<file path="config.mk">
export PLATFORM = sky130hd
export DESIGN_NAME = prvs_ctrl
export DESIGN_NICKNAME = d
export VERILOG_FILES = /design/src/sv/prvs_pkg.sv /design/src/sv/prvs_ctrl.sv
export VERILOG_INCLUDE_DIRS = /design/src /design/src/sv
export SDC_FILE = /design/constraint.sdc
export NUM_CORES = 1
export LEC_CHECK = 0
export BUFFER_PORTS_ARGS = -buffer_cell sky130_fd_sc_hd__buf_2
export CORE_AREA = 2 2 39 41
export DETAILED_ROUTE_END_ITERATION = 12
export DIE_AREA = 0 0 41 43
export PLACE_DENSITY = 0.36
export SLEW_MARGIN = 20
export SYNTH_ARGS = -nofsm -noshare
export SYNTH_HDL_FRONTEND = slang
export SYNTH_SLANG_ARGS = --single-unit
</file>
<file path="constraint.sdc">
create_clock -name clk_i -period 1.26 [get_ports clk_i]
set_clock_uncertainty 0.05 [all_clocks]
set_input_delay 0.126 -clock clk_i [delete_from_list [all_inputs] [get_ports clk_i]]
set_output_delay 0.126 -clock clk_i [all_outputs]
set_load 0.02 [all_outputs]
</file>
<file path="src/sv/permutation_rank_visited_set_unit_defines.svh">
// Assertion macros for the permutation rank visited set unit.
// Included by the modules that carry concurrent checks; no other dependencies.
`ifndef PERMUTATION_RANK_VISITED_SET_UNIT_DEFINES_SVH
`define PERMUTATION_RANK_VISITED_SET_UNIT_DEFINES_SVH
`ifndef NO_ASSERTIONS
`define PRVS_ASSERT(lbl, clk, rstn, prop, msg) \
  lbl: assert property (@(posedge clk) disable iff (!rstn) prop) else $error(msg);
`define PRVS_ASSERT_NORST(lbl, clk, prop, msg) \
  lbl: assert property (@(posedge clk) prop) else $error(msg);
`else
`define PRVS_ASSERT(lbl, clk, rstn, prop, msg)
`define PRVS_ASSERT_NORST(lbl, clk, prop, msg)
`endif
`endif

</file>
<file path="src/sv/prvs_pkg.sv">
// Package for the permutation rank visited set unit: item types, command codes,
// factorial table and controller/datapath signal groups. No dependencies.
`default_nettype none
package prvs_pkg;

  localparam int MAX_ELEMS     = 8;
  localparam int NUM_ELEMS_DEF = 8;
  localparam int ELEM_W        = 4;
  localparam int RANK_W        = 16;
  localparam int ROW_BITS      = 32;
  localparam int BIT_W         = $clog2(ROW_BITS);

  localparam logic CMD_CLEAR = 1'b0;
  localparam logic CMD_RANK  = 1'b1;

  localparam logic [RANK_W-1:0] FACT [MAX_ELEMS] = '{
    16'd1, 16'd1, 16'd2, 16'd6, 16'd24, 16'd120, 16'd720, 16'd5040
  };

  typedef struct packed {
    logic              cmd;
    logic [ELEM_W-1:0] elem_0;
    logic [ELEM_W-1:0] elem_1;
    logic [ELEM_W-1:0] elem_2;
    logic [ELEM_W-1:0] elem_3;
    logic [ELEM_W-1:0] elem_4;
    logic [ELEM_W-1:0] elem_5;
    logic [ELEM_W-1:0] elem_6;
    logic [ELEM_W-1:0] elem_7;
  } in_item_t;

  typedef struct packed {
    logic [RANK_W-1:0] rank;
    logic              first_visit;
    logic              invalid;
  } out_item_t;

  typedef struct packed {
    logic cap;
    logic sum_en;
    logic fin;
    logic sweep;
    logic clr_resp;
  } ctrl_cmd_t;

  typedef struct packed {
    logic out_free;
    logic sweep_last;
  } dp_stat_t;

endpackage
`default_nettype wire

</file>
<file path="src/sv/prvs_ctrl.sv">
// Controller: sequences capture, rank sum, bitmap read-modify-write and
// clearing sweeps. Depends on prvs_pkg and the assertion macro header.
`default_nettype none
`include "permutation_rank_visited_set_unit_defines.svh"
module prvs_ctrl (
  input  wire logic                clk_i,
  input  wire logic                rst_ni,
  input  wire logic                in_valid_i,
  input  wire logic                in_cmd_i,
  output logic                     in_ready_o,
  input  wire prvs_pkg::dp_stat_t  stat_i,
  output prvs_pkg::ctrl_cmd_t      cmd_o
);

  localparam logic [2:0] ST_INIT  = 3'd0;
  localparam logic [2:0] ST_IDLE  = 3'd1;
  localparam logic [2:0] ST_SUM   = 3'd2;
  localparam logic [2:0] ST_MARK  = 3'd3;
  localparam logic [2:0] ST_CLEAR = 3'd4;
  localparam logic [2:0] ST_CRESP = 3'd5;

  logic [2:0] state_d, state_q;
  logic       in_ready;
  logic       accept;

  assign in_ready = (state_q == ST_IDLE) || (state_q == ST_MARK && stat_i.out_free);
  assign accept   = in_valid_i && in_ready;

  always_comb begin
    state_d = state_q;
    cmd_o   = '0;
    unique case (state_q)
      ST_INIT: begin
        cmd_o.sweep = 1'b1;
        if (stat_i.sweep_last) state_d = ST_IDLE;
      end
      ST_IDLE: begin
        if (accept) begin
          if (in_cmd_i == prvs_pkg::CMD_RANK) begin
            cmd_o.cap = 1'b1;
            state_d   = ST_SUM;
          end else begin
            state_d = ST_CLEAR;
          end
        end
      end
      ST_SUM: begin
        cmd_o.sum_en = 1'b1;
        state_d      = ST_MARK;
      end
      ST_MARK: begin
        if (stat_i.out_free) begin
          cmd_o.fin = 1'b1;
          state_d   = ST_IDLE;
          if (accept) begin
            if (in_cmd_i == prvs_pkg::CMD_RANK) begin
              cmd_o.cap = 1'b1;
              state_d   = ST_SUM;
            end else begin
              state_d = ST_CLEAR;
            end
          end
        end
      end
      ST_CLEAR: begin
        cmd_o.sweep = 1'b1;
        if (stat_i.sweep_last) state_d = ST_CRESP;
      end
      ST_CRESP: begin
        if (stat_i.out_free) begin
          cmd_o.clr_resp = 1'b1;
          state_d        = ST_IDLE;
        end
      end
      default: begin
        state_d = ST_INIT;
      end
    endcase
  end

  always_ff @(posedge clk_i or negedge rst_ni) begin
    if (!rst_ni) begin
      state_q <= ST_INIT;
    end else begin
      state_q <= state_d;
    end
  end

  assign in_ready_o = in_ready;

  `PRVS_ASSERT(a_fin_slot_free, clk_i, rst_ni, (cmd_o.fin || cmd_o.clr_resp) |-> stat_i.out_free, "result loaded into occupied output register")
  `PRVS_ASSERT(a_sum_to_mark, clk_i, rst_ni, (state_q == ST_SUM) |=> (state_q == ST_MARK), "rank sum not followed by bitmap update")

endmodule
`default_nettype wire

</file>
==> impl_metrics.ini <==
[outcome]
status = finished with violations
violations = setup timing

[finish]
layout-drive-gt1-share_pct = 62.5
final_nets = 47
stdcell_count = 56
largest_reg_flops = 3
syn2layout_area_growth_pct = 99.3
reg_top3 = state_q (3)
num-fill-cells = 150
diodes = 0
regMostFlops = state_q

[synth]
synth_cell_types = 14
synth_area_um2 = 184
syn_area_per_cell_um2 = 9.20
synth_top_area_share_pct = 40.8
synthCells = 20
yosys.area.top_type = dfrtp_1
yosys_warnings = 0
ys_ff_latch = 3
syn-num-nets = 26
yosysSeqAreaShare_pct = 40.8
netlist_top_cells_area = dfrtp_1 41%, nor2_1 8.2%, and4bb_2 6.8%

[worst_setup_path]
reg2reg_slack_ns = -0.04
crit_arrival_ns = 1.28
start_kind = flop
end_kind = primary output
crit_end = cmd_o[4]
cp.required_ns = 1.08
crit_chain = and2b_1, nor3b_4, and3_2, buf_6
critPathMaxFanout = 2
slowest_delay_ns = 0.37
r2r_start = state_q[0]
cp-startpoint = state_q[1]
rr_worst_depth = 4
cpMaxStageDelayCell = dfrtp_1
critical_path_class = flop to primary output
reg2reg_to = state_q[0]

[clock_tree]
cts_sinks = 3
clk-insertion-delay-late_ns = 0.23
htreeDepth = 1
cts_tree = built
cts_root_buffer = clkbuf_4
cts_max_path_buffers = 2
numCtsBuffers = 3
clk_pin_slew_worst_paths_ns = 0.04

[timing]
slew_violations = 0
clock.fmax_mhz = 688
relSlewSlack_pct = 82.8
worst_hold_slack_ns = 0.0757
hold_viol_final = 0
setup_ws_ns = -0.194
final.setup.tns_ns = -0.588
worstMarginPinSlew_ns = 0.257
finalSetupViolCount = 5
post-route-period-util_pct = 115
rsz0062_at_grt = true
finalCriticalPeriod_ns = 1.45

[place]
placed_cells = 49
port_buffers = 11
dp_hpwl_um = 426
place_congestion = 0.568

[floorplanning]
die_area_mm2 = 0.00176
initial_core_util_pct = 13.3
die_y_um = 43
rows = 14
ioPinCount = 12
core_mm2 = 0.00138
dieWidth_um = 41

[power]
combPwrFrac_pct = 58.4
power.net_switching_w = 0.000345
seqPwrFrac_pct = 22.6
power_density_mw_per_mm2 = 2440
leakagePower_nw = 0.173
p_clk_share_pct = 19.0
intPower_w = 0.000550
vdd_drop_max_v = 0.000700
swShare_pct = 38.6

[global_routing]
grt_overflow_total = 0
grt_use_total_pct = 8.25
grt_pass1_vias = 228
grt_max_degree = 8
antenna_found_initial = 0
grt_pass1_wl_um = 897

[flow_run]
max_cap_violations = 0

[routing]
drt_first_pass_iters = 2
wl_per_cell_um = 9.79
wl_um = 548
vias = 228
avgViaCountPerCell = 4.07
drt_iter0_drc = 1
drcViolationCount = 0
antenna_left = 0

[worst_hold_path]
hold_path.class = primary input to flop
how the worst min path moves through the flow:
stage / slack, ns / end / cells after the start / startpoint
detailed placement: -0.13 / state_q[0] / 1 / rst_ni
floorplan: -0.22 / state_q[0] / 0 / rst_ni
global placement: -0.13 / state_q[2] / 1 / rst_ni
finish: 0.08 / state_q[0] / 2 / in_valid_i
CTS: 0.07 / state_q[0] / 2 / in_valid_i
global route: 0.08 / state_q[0] / 2 / in_valid_i
power by group through the flow:
| stage | combinational (W) | clock [W] | sequential [W] |
|---|---|---|---|
| after floorplan | 0.000237 | 0 | 0.000199 |
| after global placement | 0.000394 | 0 | 0.000202 |
| after detailed placement | 0.000397 | 0 | 0.000205 |
| after CTS | 0.000486 | 0.000181 | 0.000197 |
| after global routing | 0.000568 | 0.000199 | 0.000212 |
| final | 0.000523 | 0.000170 | 0.000202 |
cells by family (layout without fill, tap and decap cells):
logic type	after synthesis	after routing	share of synthesized area, %
and+or+nand+nor	13	13	44.2
DFF	3	3	40.8
buffers and inverters	0	20	0
AOI/OAI and AO/OA	4	4	15.0
cell usage after synthesis:
library cell and n:
a21oi_1 1, a221oi_1 1, a32oi_1 1, and2b_1 1, and3_1 1, and4bb_2 1
dfrtp_1 3, nand2_1 2, nor2_1 4, nor3_1 1, nor3b_1 1, nor3b_2 1
o21ai_0 1, or2b_1 1
routing by layer:
metal	track usage (%)	share of wire, %
met5	0	0
met4	10.0	2.6
met1	8.74	42
met3	3.14	11
met2	10.6	44
worst max-delay path: cells and delay by family (launching register included):
kind / cells / cell delay (ns)
flip-flops: 1 / 0.37
AND/OR/NAND/NOR: 3 / 0.56
buffers and inverters: 1 / 0.11
cells in the final DEF, fill, tap and decap left out:
cell           synthesis  routed
a21oi_1                1       1
nor3b_4                0       1
nor2_1                 4       3
o21ai_0                1       1
buf_4                  0       8
clkbuf_1               0       1
dlygate4sd3_1          0       1
clkbuf_4               0       3
buf_2                  0       5
buf_6                  0       2
and4bb_2               1       1
and3_2                 0       1
nor3_1                 1       1
nand2_1                2       1
a32oi_1                1       1
or2b_1                 1       1
dfrtp_2                0       1
dfrtp_1                3       2
and2b_1                1       1
nor2_2                 0       1
nand2_2                0       1
a221oi_1               1       1
nor3b_2                1       1
repair_timing:
action                     4_1_cts  5_1_grt
gates resized for setup          9        3
setup endpoints to repair        5        6
hold buffers                     1        0
setup buffers                    1        1
pin swaps                        0        1
hold endpoints to repair         3        0
area by class of cell:
class / count / area [um^2] / share of cell area, %
Clock buffer: 4 / 26.3 / 7.17
Timing Repair Buffer: 16 / 118 / 32.1
Sequential cell: 3 / 76.3 / 20.8
Multi-Input combinational cell: 17 / 126 / 34.5
Tap cell: 16 / 20.0 / 5.46
through the flow:
stage	power [W]	utilization [%]	setup slack, ns	cell area, um^2
finish	0.000895	26.5	-0.194	367
floorplan	0.000436	-	-0.121	191
global route	0.000979	26.5	-0.262	367
CTS	0.000865	25.4	-0.215	352
global placement	0.000596	20.3	0.0250	282
detailed placement	0.000601	20.3	0.0183	282
Note: power is estimated with default switching activity, not from simulation.
