[src/sv/permutation_rank_visited_set_unit_defines.svh]
// Assertion macros for the permutation rank visited set unit.
// Included by the modules that carry concurrent checks; no other dependencies.
`ifndef PERMUTATION_RANK_VISITED_SET_UNIT_DEFINES_SVH
`define PERMUTATION_RANK_VISITED_SET_UNIT_DEFINES_SVH
`ifndef NO_ASSERTIONS
`define PRVS_ASSERT(lbl, clk, rstn, prop, msg) \
  lbl: assert property (@(posedge clk) disable iff (!rstn) prop) else $error(msg);
`define PRVS_ASSERT_NORST(lbl, clk, prop, msg) \
  lbl: assert property (@(posedge clk) prop) else $error(msg);
`else
`define PRVS_ASSERT(lbl, clk, rstn, prop, msg)
`define PRVS_ASSERT_NORST(lbl, clk, prop, msg)
`endif
`endif

[src/sv/prvs_pkg.sv]
// Package for the permutation rank visited set unit: item types, command codes,
// factorial table and controller/datapath signal groups. No dependencies.
`default_nettype none
package prvs_pkg;

  localparam int MAX_ELEMS     = 8;
  localparam int NUM_ELEMS_DEF = 8;
  localparam int ELEM_W        = 4;
  localparam int RANK_W        = 16;
  localparam int ROW_BITS      = 32;
  localparam int BIT_W         = $clog2(ROW_BITS);

  localparam logic CMD_CLEAR = 1'b0;
  localparam logic CMD_RANK  = 1'b1;

  localparam logic [RANK_W-1:0] FACT [MAX_ELEMS] = '{
    16'd1, 16'd1, 16'd2, 16'd6, 16'd24, 16'd120, 16'd720, 16'd5040
  };

  typedef struct packed {
    logic              cmd;
    logic [ELEM_W-1:0] elem_0;
    logic [ELEM_W-1:0] elem_1;
    logic [ELEM_W-1:0] elem_2;
    logic [ELEM_W-1:0] elem_3;
    logic [ELEM_W-1:0] elem_4;
    logic [ELEM_W-1:0] elem_5;
    logic [ELEM_W-1:0] elem_6;
    logic [ELEM_W-1:0] elem_7;
  } in_item_t;

  typedef struct packed {
    logic [RANK_W-1:0] rank;
    logic              first_visit;
    logic              invalid;
  } out_item_t;

  typedef struct packed {
    logic cap;
    logic sum_en;
    logic fin;
    logic sweep;
    logic clr_resp;
  } ctrl_cmd_t;

  typedef struct packed {
    logic out_free;
    logic sweep_last;
  } dp_stat_t;

endpackage
`default_nettype wire

[src/sv/prvs_dp.sv]
// Datapath: validity check, Lehmer digits times factorials, rank sum,
// bitmap row update, sweep counter and output register. Depends on prvs_pkg and the assertion macro header.
`default_nettype none
`include "permutation_rank_visited_set_unit_defines.svh"
module prvs_dp #(
  parameter int NUM_ELEMS = prvs_pkg::NUM_ELEMS_DEF,
  parameter int MAP_ROWS  = 1260,
  localparam int AW = (MAP_ROWS > 1) ? $clog2(MAP_ROWS) : 1
) (
  input  wire logic                          clk_i,
  input  wire logic                          rst_ni,
  input  wire prvs_pkg::ctrl_cmd_t           cmd_i,
  output prvs_pkg::dp_stat_t                 stat_o,
  input  wire prvs_pkg::in_item_t            in_item_i,
  input  wire logic                          out_ready_i,
  output logic                               out_valid_o,
  output prvs_pkg::out_item_t                out_item_o,
  output logic                               rd_en_o,
  output logic      [AW-1:0]                 rd_addr_o,
  input  wire logic [prvs_pkg::ROW_BITS-1:0] rd_data_i,
  output logic                               wr_en_o,
  output logic      [AW-1:0]                 wr_addr_o,
  output logic      [prvs_pkg::ROW_BITS-1:0] wr_data_o
);

  localparam int ME = prvs_pkg::MAX_ELEMS;
  localparam int RW = prvs_pkg::RANK_W;
  localparam logic [ME-1:0] FULL = ME'((1 << NUM_ELEMS) - 1);

  logic [prvs_pkg::ELEM_W-1:0] elem [ME];
  logic [RW-1:0]               term_d [ME];
  logic [RW-1:0]               term_q [ME];
  logic                        vld_d, vld_q;
  logic [RW-1:0]               rank_sum;
  logic [RW-1:0]               rank_q;
  logic                        vld_s_q;
  logic [AW-1:0]               cnt_q;
  logic                        out_valid_q;
  prvs_pkg::out_item_t         out_item_q;
  prvs_pkg::out_item_t         res;
  logic                        bit_hit;
  logic                        out_free;
  logic                        sweep_last;
  logic [prvs_pkg::BIT_W-1:0]  bit_idx;

  assign elem[0] = in_item_i.elem_0;
  assign elem[1] = in_item_i.elem_1;
  assign elem[2] = in_item_i.elem_2;
  assign elem[3] = in_item_i.elem_3;
  assign elem[4] = in_item_i.elem_4;
  assign elem[5] = in_item_i.elem_5;
  assign elem[6] = in_item_i.elem_6;
  assign elem[7] = in_item_i.elem_7;

  always_comb begin
    logic [ME-1:0] seen;
    logic          rng_ok;
    logic [2:0]    cnt;
    logic [2:0]    digit;
    logic [2:0]    widx;
    seen   = '0;
    rng_ok = 1'b1;
    for (int i = 0; i < ME; i++) begin
      cnt  = '0;
      widx = 3'(NUM_ELEMS - 1 - i);
      for (int j = 0; j < i; j++) begin
        cnt = cnt + 3'(elem[j] < elem[i]);
      end
      digit = 3'(elem[i] - 4'd1) - cnt;
      if (i < NUM_ELEMS) begin
        if (elem[i] == '0 || elem[i] > 4'(NUM_ELEMS)) begin
          rng_ok = 1'b0;
        end
        seen      = seen | (ME'(1) << 3'(elem[i] - 4'd1));
        term_d[i] = RW'(digit * prvs_pkg::FACT[widx]);
      end else begin
        term_d[i] = '0;
      end
    end
    vld_d = rng_ok && (seen == FULL);
  end

  always_comb begin
    rank_sum = '0;
    for (int i = 0; i < ME; i++) begin
      rank_sum = rank_sum + term_q[i];
    end
  end

  always_ff @(posedge clk_i) begin
    if (cmd_i.cap) begin
      term_q <= term_d;
      vld_q  <= vld_d;
    end
    if (cmd_i.sum_en) begin
      rank_q  <= rank_sum;
      vld_s_q <= vld_q;
    end
  end

  assign rd_en_o   = cmd_i.sum_en && vld_q;
  assign rd_addr_o = AW'(rank_sum >> prvs_pkg::BIT_W);

  assign bit_idx = rank_q[prvs_pkg::BIT_W-1:0];
  assign bit_hit = rd_data_i[bit_idx];

  always_comb begin
    if (cmd_i.sweep) begin
      wr_en_o   = 1'b1;
      wr_addr_o = cnt_q;
      wr_data_o = '0;
    end else begin
      wr_en_o   = cmd_i.fin && vld_s_q && !bit_hit;
      wr_addr_o = AW'(rank_q >> prvs_pkg::BIT_W);
      wr_data_o = rd_data_i | (prvs_pkg::ROW_BITS'(1) << bit_idx);
    end
  end

  assign sweep_last = (cnt_q == AW'(MAP_ROWS - 1));

  always_ff @(posedge clk_i or negedge rst_ni) begin
    if (!rst_ni) begin
      cnt_q <= '0;
    end else if (cmd_i.sweep) begin
      cnt_q <= sweep_last ? '0 : cnt_q + AW'(1);
    end
  end

  always_comb begin
    res = '0;
    if (cmd_i.fin) begin
      res.rank        = vld_s_q ? rank_q : '0;
      res.first_visit = vld_s_q && !bit_hit;
      res.invalid     = !vld_s_q;
    end
  end

  assign out_free = !out_valid_q || out_ready_i;

  always_ff @(posedge clk_i or negedge rst_ni) begin
    if (!rst_ni) begin
      out_valid_q <= 1'b0;
    end else if (cmd_i.fin || cmd_i.clr_resp) begin
      out_valid_q <= 1'b1;
    end else if (out_ready_i) begin
      out_valid_q <= 1'b0;
    end
  end

  always_ff @(posedge clk_i) begin
    if (cmd_i.fin || cmd_i.clr_resp) begin
      out_item_q <= res;
    end
  end

  assign out_valid_o       = out_valid_q;
  assign out_item_o        = out_item_q;
  assign stat_o.out_free   = out_free;
  assign stat_o.sweep_last = sweep_last;

  `PRVS_ASSERT(a_mark_sets_first, clk_i, rst_ni, (cmd_i.fin && vld_s_q && !bit_hit) |=> (out_valid_q && out_item_q.first_visit), "fresh rank not reported as first visit")
  `PRVS_ASSERT_NORST(a_invalid_zero, clk_i, (out_valid_q && out_item_q.invalid) |-> (out_item_q.rank == '0 && !out_item_q.first_visit), "invalid item carries rank or visit flag")

endmodule
`default_nettype wire

[config.mk]
export PLATFORM = sky130hd
export DESIGN_NAME = prvs_dp
export DESIGN_NICKNAME = d
export VERILOG_FILES = /design/src/sv/prvs_pkg.sv /design/src/sv/prvs_dp.sv
export VERILOG_INCLUDE_DIRS = /design/src /design/src/sv
export SDC_FILE = /design/constraint.sdc
export NUM_CORES = 1
export LEC_CHECK = 0
export ABC_AREA = 1
export BUFFER_PORTS_ARGS = -buffer_cell sky130_fd_sc_hd__buf_2
export CORE_AREA = 2 2 156 158
export CTS_BUF_LIST = sky130_fd_sc_hd__clkbuf_16
export DETAILED_ROUTE_END_ITERATION = 7
export DIE_AREA = 0 0 158 160
export GPL_ROUTABILITY_DRIVEN = 0
export PLACE_DENSITY_LB_ADDON = 0.12
export SYNTH_ARGS = -nofsm -noshare
export SYNTH_HDL_FRONTEND = slang
export SYNTH_SLANG_ARGS = --single-unit
[constraint.sdc]
create_clock -name clk_i -period 5.85 [get_ports clk_i]
set_input_delay 0.8775 -clock clk_i [delete_from_list [all_inputs] [get_ports clk_i]]
set_output_delay 0.8775 -clock clk_i [all_outputs]
set_load 0.02 [all_outputs]
==> key figures, run 1 <==
Clocking
  – CTS Buffer Depth: 2
  – CTS H-tree depth: 3
  – CTS tree: done
  – Hold buffers post-CTS: 0
  – CTS Buf Count: 9
  – Root Buffer Master: clkbuf_16
  – Cts repair resizes: 0
  – Clock Sinks: 95
  – Clock transition at the registers of the reported paths: 0.07 ns
  – Clock latency on the worst-skew pair: ~0.35 ns
  – Post-CTS Setup Repair Bufs: 0

Synth
  – Ys flop type: edfxtp_1
  – Syn Area/Cell: 8.42 um2
  – Cell variety after synth: 34
  – FF+latch count, synth: 95
  – Async SR Flop Fraction: 0.126
  – Cell taking the most area after synthesis: edfxtp_1
  – Seq/Total Area, Yosys: 0.266
  – Most frequent cell after synthesis: nand2_1
  – Main area contributors after synthesis: edfxtp_1 24%, ha_1 23%, fa_1 9.5%
  – Synth Cell Area: 10500 um2
  – Mapped Cells: 1249
  – Synth top cells by count: 227 x nand2_1, 207 x inv_1, 195 x ha_1
  – Post-synth EDFFs: between 80 and 90
  – Yosys warning total: 0
  – Post-Synthesis Net Count: 1567
  – Synth top area share: 0.237

Run status
  – Run status: finished, final reports clean

Global route
  – Total Routing Usage GR: 0.214
  – First-pass GRT wire length: 42200 um
  – Antenna violations before repair: 0
  – Remaining Overflow, GRT: 0
  – Largest net degree at the start of global routing: 52
  – Vias in the first global route: 8405

STA
  – Fin. max-slew vios: 0
  – Setup slack after layout: 1.08 ns
  – Crit share post-route: 0.816
  – Skew final: 0.00649 ns
  – Fin. Hold Viols: 0
  – Worst hold margin: 0.410 ns
  – Final setup viols: 0
  – Worst slew pin tran: 1.07 ns
  – Unrepaired setup endpoints after global routing: false
  – Highest Clock Rate: 210 MHz
  – Setup TNS: 0 ns
  – Slew margin rel.: 0.285
  – Tmin final: 4.77 ns

Routing
  – Starting DRT DRC Count: between 500 and 600
  – DR vias/cell: 5.04
  – Post-Route WL: 26600 um
  – Final ANT Viol Nets: 0
  – DRC Markers: 0
  – DRT Pass-1 Iters: 6
  – Routed wire length per instance: 15.6 um
  – Routed via count: 8596

Power and ir drop
  – Int Pwr: around 3.4 mW
  – Clk network pwr share: 0.089
  – Switching part of the total: 0.524
  – Psw: 3.72 mW
  – Lkg Pwr: slightly above 6 nW
  – Pwr Density: 602 nW/um2
  – Total Power: 7.10 mW
  – Comb pwr share: 0.711
  – Worst-case vdd ir drop: roughly 550 uV
  – Part of the power in registers: 0.201

Worst setup path
  – Critical Path Start: in_item_i[13]
  – Crit. End Element: flop
  – Reg-to-Reg End: rank_q[12]$_DFFE_PP_
  – Crit path DAT: between 4 and 5 ns
  – Max FO, Critical Path: 7
  – Worst Setup EP: term_q[52]$_DFFE_PP_
  – Reg2reg start: term_q[53]$_DFFE_PP_
  – Startpoint class of the critical path: input port
  – Worst R2R Setup Slack: 2.43 ns
  – Reg2Reg Depth: 13
  – Required @ worst endpoint: between 5 and 6 ns
  – Kind of critical path: input port to flop

Placed design
  – Port Buffer Count: 148
  – Placed Cells: around 1700
  – Setup WS pre-CTS: 0.695 ns
  – Hpwl dp: around 21000 um

Floorplan
  – CORE AREA: 23800 um2
  – Initial Util: 0.441
  – Die W: between 150 and 200 um
  – IO Pins: 150
  – Die ar.: between 20000 and 30000 um2
  – Row count: 57
  – Die Y-Extent: approximately 160 um

Cells and area
  – Nets: 1696
  – Diode count: 0
  – Layout cells sized above 1: 0.124
  – Area grow syn2layout: 12.3%
  – Fin cells: 1707

Job
  – Max-cap violation count: 0

Hold path
  – Worst hold-check path type: input port to asynchronous set/reset pin
[how the worst min path moves through the flow]
stage,start,to,slack [ns],depth (start not counted)
floorplan,vld_q$_DFFE_PP_,vld_s_q$_DFFE_PP_,0.43,0
global placement,vld_q$_DFFE_PP_,vld_s_q$_DFFE_PP_,0.44,0
detailed placement,vld_q$_DFFE_PP_,vld_s_q$_DFFE_PP_,0.44,0
CTS,rst_ni,cnt_q[6]$_DFFE_PN0P_,0.41,1
global route,rst_ni,cnt_q[6]$_DFFE_PN0P_,0.43,1
finish,rst_ni,cnt_q[6]$_DFFE_PN0P_,0.41,1
[area by class of cell]
cell class	count	area [um2]
clock inverter	7	95.1
clock buffer	9	225
multi-input combinational	914	6750
inverter	208	781
tap	324	405
sequential	95	2790
timing repair buffer	150	756
fill	2343	12000
[cell usage in the layout, fill, tap and decap left out, drive strengths merged, types with 10 or more instances in the layout]
master	instances
o211ai	12
buf	150
nand3	70
edfxtp	83
nand4	18
nor2	97
a21boi	11
nand2	229
dfrtp	12
a21oi	87
xor2	28
o21ai	41
a21o	20
inv	209
ha	195
nor4	10
fa	50
xnor2	13
o21a	12
[routing by layer]
layer / part of all wire / GRT usage / vias to the layer above
met4: 0.020 / 0.0594 / 0
met1: 0.46 / 0.279 / 3931
met5: 0 / 0 / -
met2: 0.48 / 0.376 / 249
met3: 0.048 / 0.0195 / 34
li1: - / - / 4382
[worst max-delay path, cell delays in order]
cell and delay [ns]:
buf_2 0.17, inv_1 0.16, ha_1 0.32, o21ai_0 0.07, nand2_1 0.06, a21o_1 0.15, a21oi_1 0.18, fa_1 0.48
fa_1 0.54, inv_1 0.05, fa_1 0.37, inv_1 0.07, fa_1 0.49, inv_1 0.12, ha_1 0.14, inv_1 0.04
fa_1 0.38, xor2_1 0.17
[registers in the layout, summed over array words and instances, names as in the netlist]
name and cells:
out_item_o 18, vld_s_q 1, out_valid_o 1, vld_q 1
rank_q 16, term_q 47, cnt_q 11
[per-stage QoR]
| step | instance area [um2] | utilization |
|---|---|---|
| 2_1_floorplan | 10500 | - |
| 3_3_place_gp | 11500 | 0.482 |
| 3_5_place_dp | 11500 | 0.482 |
| 6_report | 11800 | 0.496 |
| 5_1_grt | 11800 | 0.496 |
| 4_1_cts | 11800 | 0.496 |
[cell families after synthesis]
logic type / count (synthesis) / share of synthesized area
AND/OR/NAND/NOR: 438 / 0.176
XOR/XNOR: 41 / 0.0342
adder cells (fa/ha/maj): 245 / 0.327
AO/OA/AOI/OAI: 190 / 0.105
buffers and inverters: 240 / 0.0918
flip-flops: 95 / 0.266
[power groups by stage]
stage / clock, mW / combinational (mW) / sequential [mW]
after floorplan: 0 / 4.24 / 1.37
after global placement: 0 / 5.04 / 1.44
after detailed placement: 0 / 5.07 / 1.44
after CTS: 0.644 / 5.10 / 1.43
after global routing: 0.664 / 5.70 / 1.46
final: 0.629 / 5.05 / 1.43
Note: power is estimated with default switching activity, not from simulation.
==> run 2, diff against run 1 <==
clock period = 4 ns   (was 5.85 ns; I/O delays follow)
==> key figures, run 2 (synthesis gave the netlist of run 1 again) <==
Global route
  – Antenna violations before repair: 0
  – Total Routing Usage GR: 0.218
  – Vias in the first global route: 8730
  – Largest net degree at the start of global routing: 49
  – First-pass GRT wire length: 43700 um
  – Remaining Overflow, GRT: 0

Placed design
  – Port Buffer Count: ~150
  – Placed Cells: 1792
  – Hpwl dp: 22800 um

STA
  – Fin. Hold Viols: 0
  – Unrepaired setup endpoints after global routing: true
  – Tmin final: approximately 4.1 ns
  – Fin. max-slew vios: 0
  – Crit share post-route: 1.04
  – Final setup viols: 12
  – Setup slack after layout: -0.150 ns
  – Highest Clock Rate: ~240 MHz
  – Slew margin rel.: 0.318
  – Skew final: 0.00623 ns
  – Worst slew pin tran: 1.02 ns
  – Setup TNS: -1.06 ns

Run status
  – Failing checks: negative setup slack
  – Run status: finished, violations left

Worst setup path
  – Startpoint class of the critical path: input port
  – Crit. End Element: flop
  – Max FO, Critical Path: 5
  – Crit path DAT: 4.24 ns
  – Worst path most repeated cell: fa_1
  – Kind of critical path: input port to flop
  – CP Cell Sequence: buf_6 > clkinvlp_4 > buf_6 > ha_1 > o21ai_0 > nand2_1 > a21o_1 > a21oi_2 > ha_1 > fa_1 > inv_1 > fa_1 > inv_2 > fa_1 > o21ai_2 > fa_2 > xnor2_1
  – Required @ worst endpoint: 4.09 ns
  – Critical Path Slowest Stage Cell: fa_1
  – Largest stage delay, worst path: 0.54 ns

Cells and area
  – Core Util, Final: 0.560
  – Layout cells sized above 1: 0.258
  – Commonest non-fill, non-tap cell in the layout: nand2_1
  – Area of the multi-input gates: 7240 um2
  – Register bank with the most flops: term_q
  – Nets: 1821
  – Most frequent cells in the layout: 218 x nand2_1, 186 x inv_1, 182 x ha_1
  – Fin cells: 1832
  – Area grow syn2layout: 27.0%
  – FILL cells: 2246
  – Max FFs per register: 47
  – Diode count: 0
  – Register Area: 2790 um2

Routing
  – Routed wire length per instance: ~15 um
  – DRC Markers: 0
  – Post-Route WL: 27400 um
  – DRT Pass-1 Iters: 7
  – Routed via count: 9108
  – DR vias/cell: 4.97
  – Starting DRT DRC Count: 439
  – Final ANT Viol Nets: 0

Clocking
  – CTS Buf Count: 9
  – CTS H-tree depth: 3
  – Clock transition at the registers of the reported paths: 0.07 ns
  – CTS Buffer Depth: 2
  – Clock Sinks: 95
  – Clock latency on the worst-skew pair: 0.35 ns
  – CTS tree: done
  – Root Buffer Master: clkbuf_16

Floorplan
  – Die Y-Extent: approximately 160 um
  – Die W: 158 um
  – IO Pins: 150
  – Row count: 57
  – Initial Util: 0.441
  – CORE AREA: about 24000 um2
  – Die ar.: 25300 um2

Job
  – Max-cap violation count: 0

Hold path
  – Worst hold-check path type: input port to asynchronous set/reset pin
run 2: final timing paths:
kind / slack [ns] / cells after the start / to / startpoint
max in group asynchronous: 3.65 / 1 / out_valid_o$_DFFE_PN0P_ / rst_ni
worst max-delay path: -0.15 / 17 / term_q[2]$_DFFE_PP_ / in_item_i[1]
worst max register to register: 0.61 / 14 / rank_q[6]$_DFFE_PP_ / term_q[85]$_DFFE_PP_
min in group clk_i: 0.45 / 3 / out_valid_o$_DFFE_PN0P_ / cmd_i[0]
worst min register to register: 0.46 / 0 / vld_s_q$_DFFE_PP_ / vld_q$_DFFE_PP_
worst min-delay path: 0.13 / 1 / cnt_q[3]$_DFFE_PN0P_ / rst_ni
run 2: per-stage QoR:
stage / area, um2 / setup slack (ns) / hold slack [ns]
after floorplan: 10600 / -0.349 / 0.304
after global placement: 12400 / -0.560 / 0.430
after detailed placement: 12400 / -0.604 / 0.439
after CTS: 12900 / -0.182 / 0.122
after global routing: 13300 / -0.303 / 0.135
final: 13300 / -0.150 / 0.126
run 2: routing by layer:
layer  vias up  part of all wire  GRT usage
met4         0             0.023     0.0717
met3        39             0.047     0.0201
met2       260              0.48      0.378
met5         -                 0          0
met1      4182              0.45      0.286
li1       4627                 -          -
run 2: timing repair:
| action | 4_1_cts | 5_1_grt |
|---|---|---|
| buffers inserted | 8 | 16 |
| pin swaps | 26 | 55 |
| gates cloned | 0 | 0 |
| hold buffers | 0 | 0 |
| hold endpoints to repair | 0 | 0 |
| resized for setup | 54 | 82 |
| setup endpoints to repair | 15 | 21 |
run 2: worst max-delay path, delay by kind of cell:
family	cells	cell delay [ns]
fa+ha+maj	6	2.44
simple gates	1	0.08
buf+inv	5	0.55
xor+xnor	1	0.13
compound gates	4	0.43
run 2: area by class of cell:
cell class	instances	area share
clock buffers	9	0.0169
clock inverters	7	0.00412
inverters	208	0.0596
multi-input cells	914	0.543
flip-flops and latches	95	0.209
well taps	324	0.0304
repair buffers	275	0.137
Power of run 2 is not shown: default switching activity piles up to over one toggle a cycle in this logic, so the estimate is an artifact.
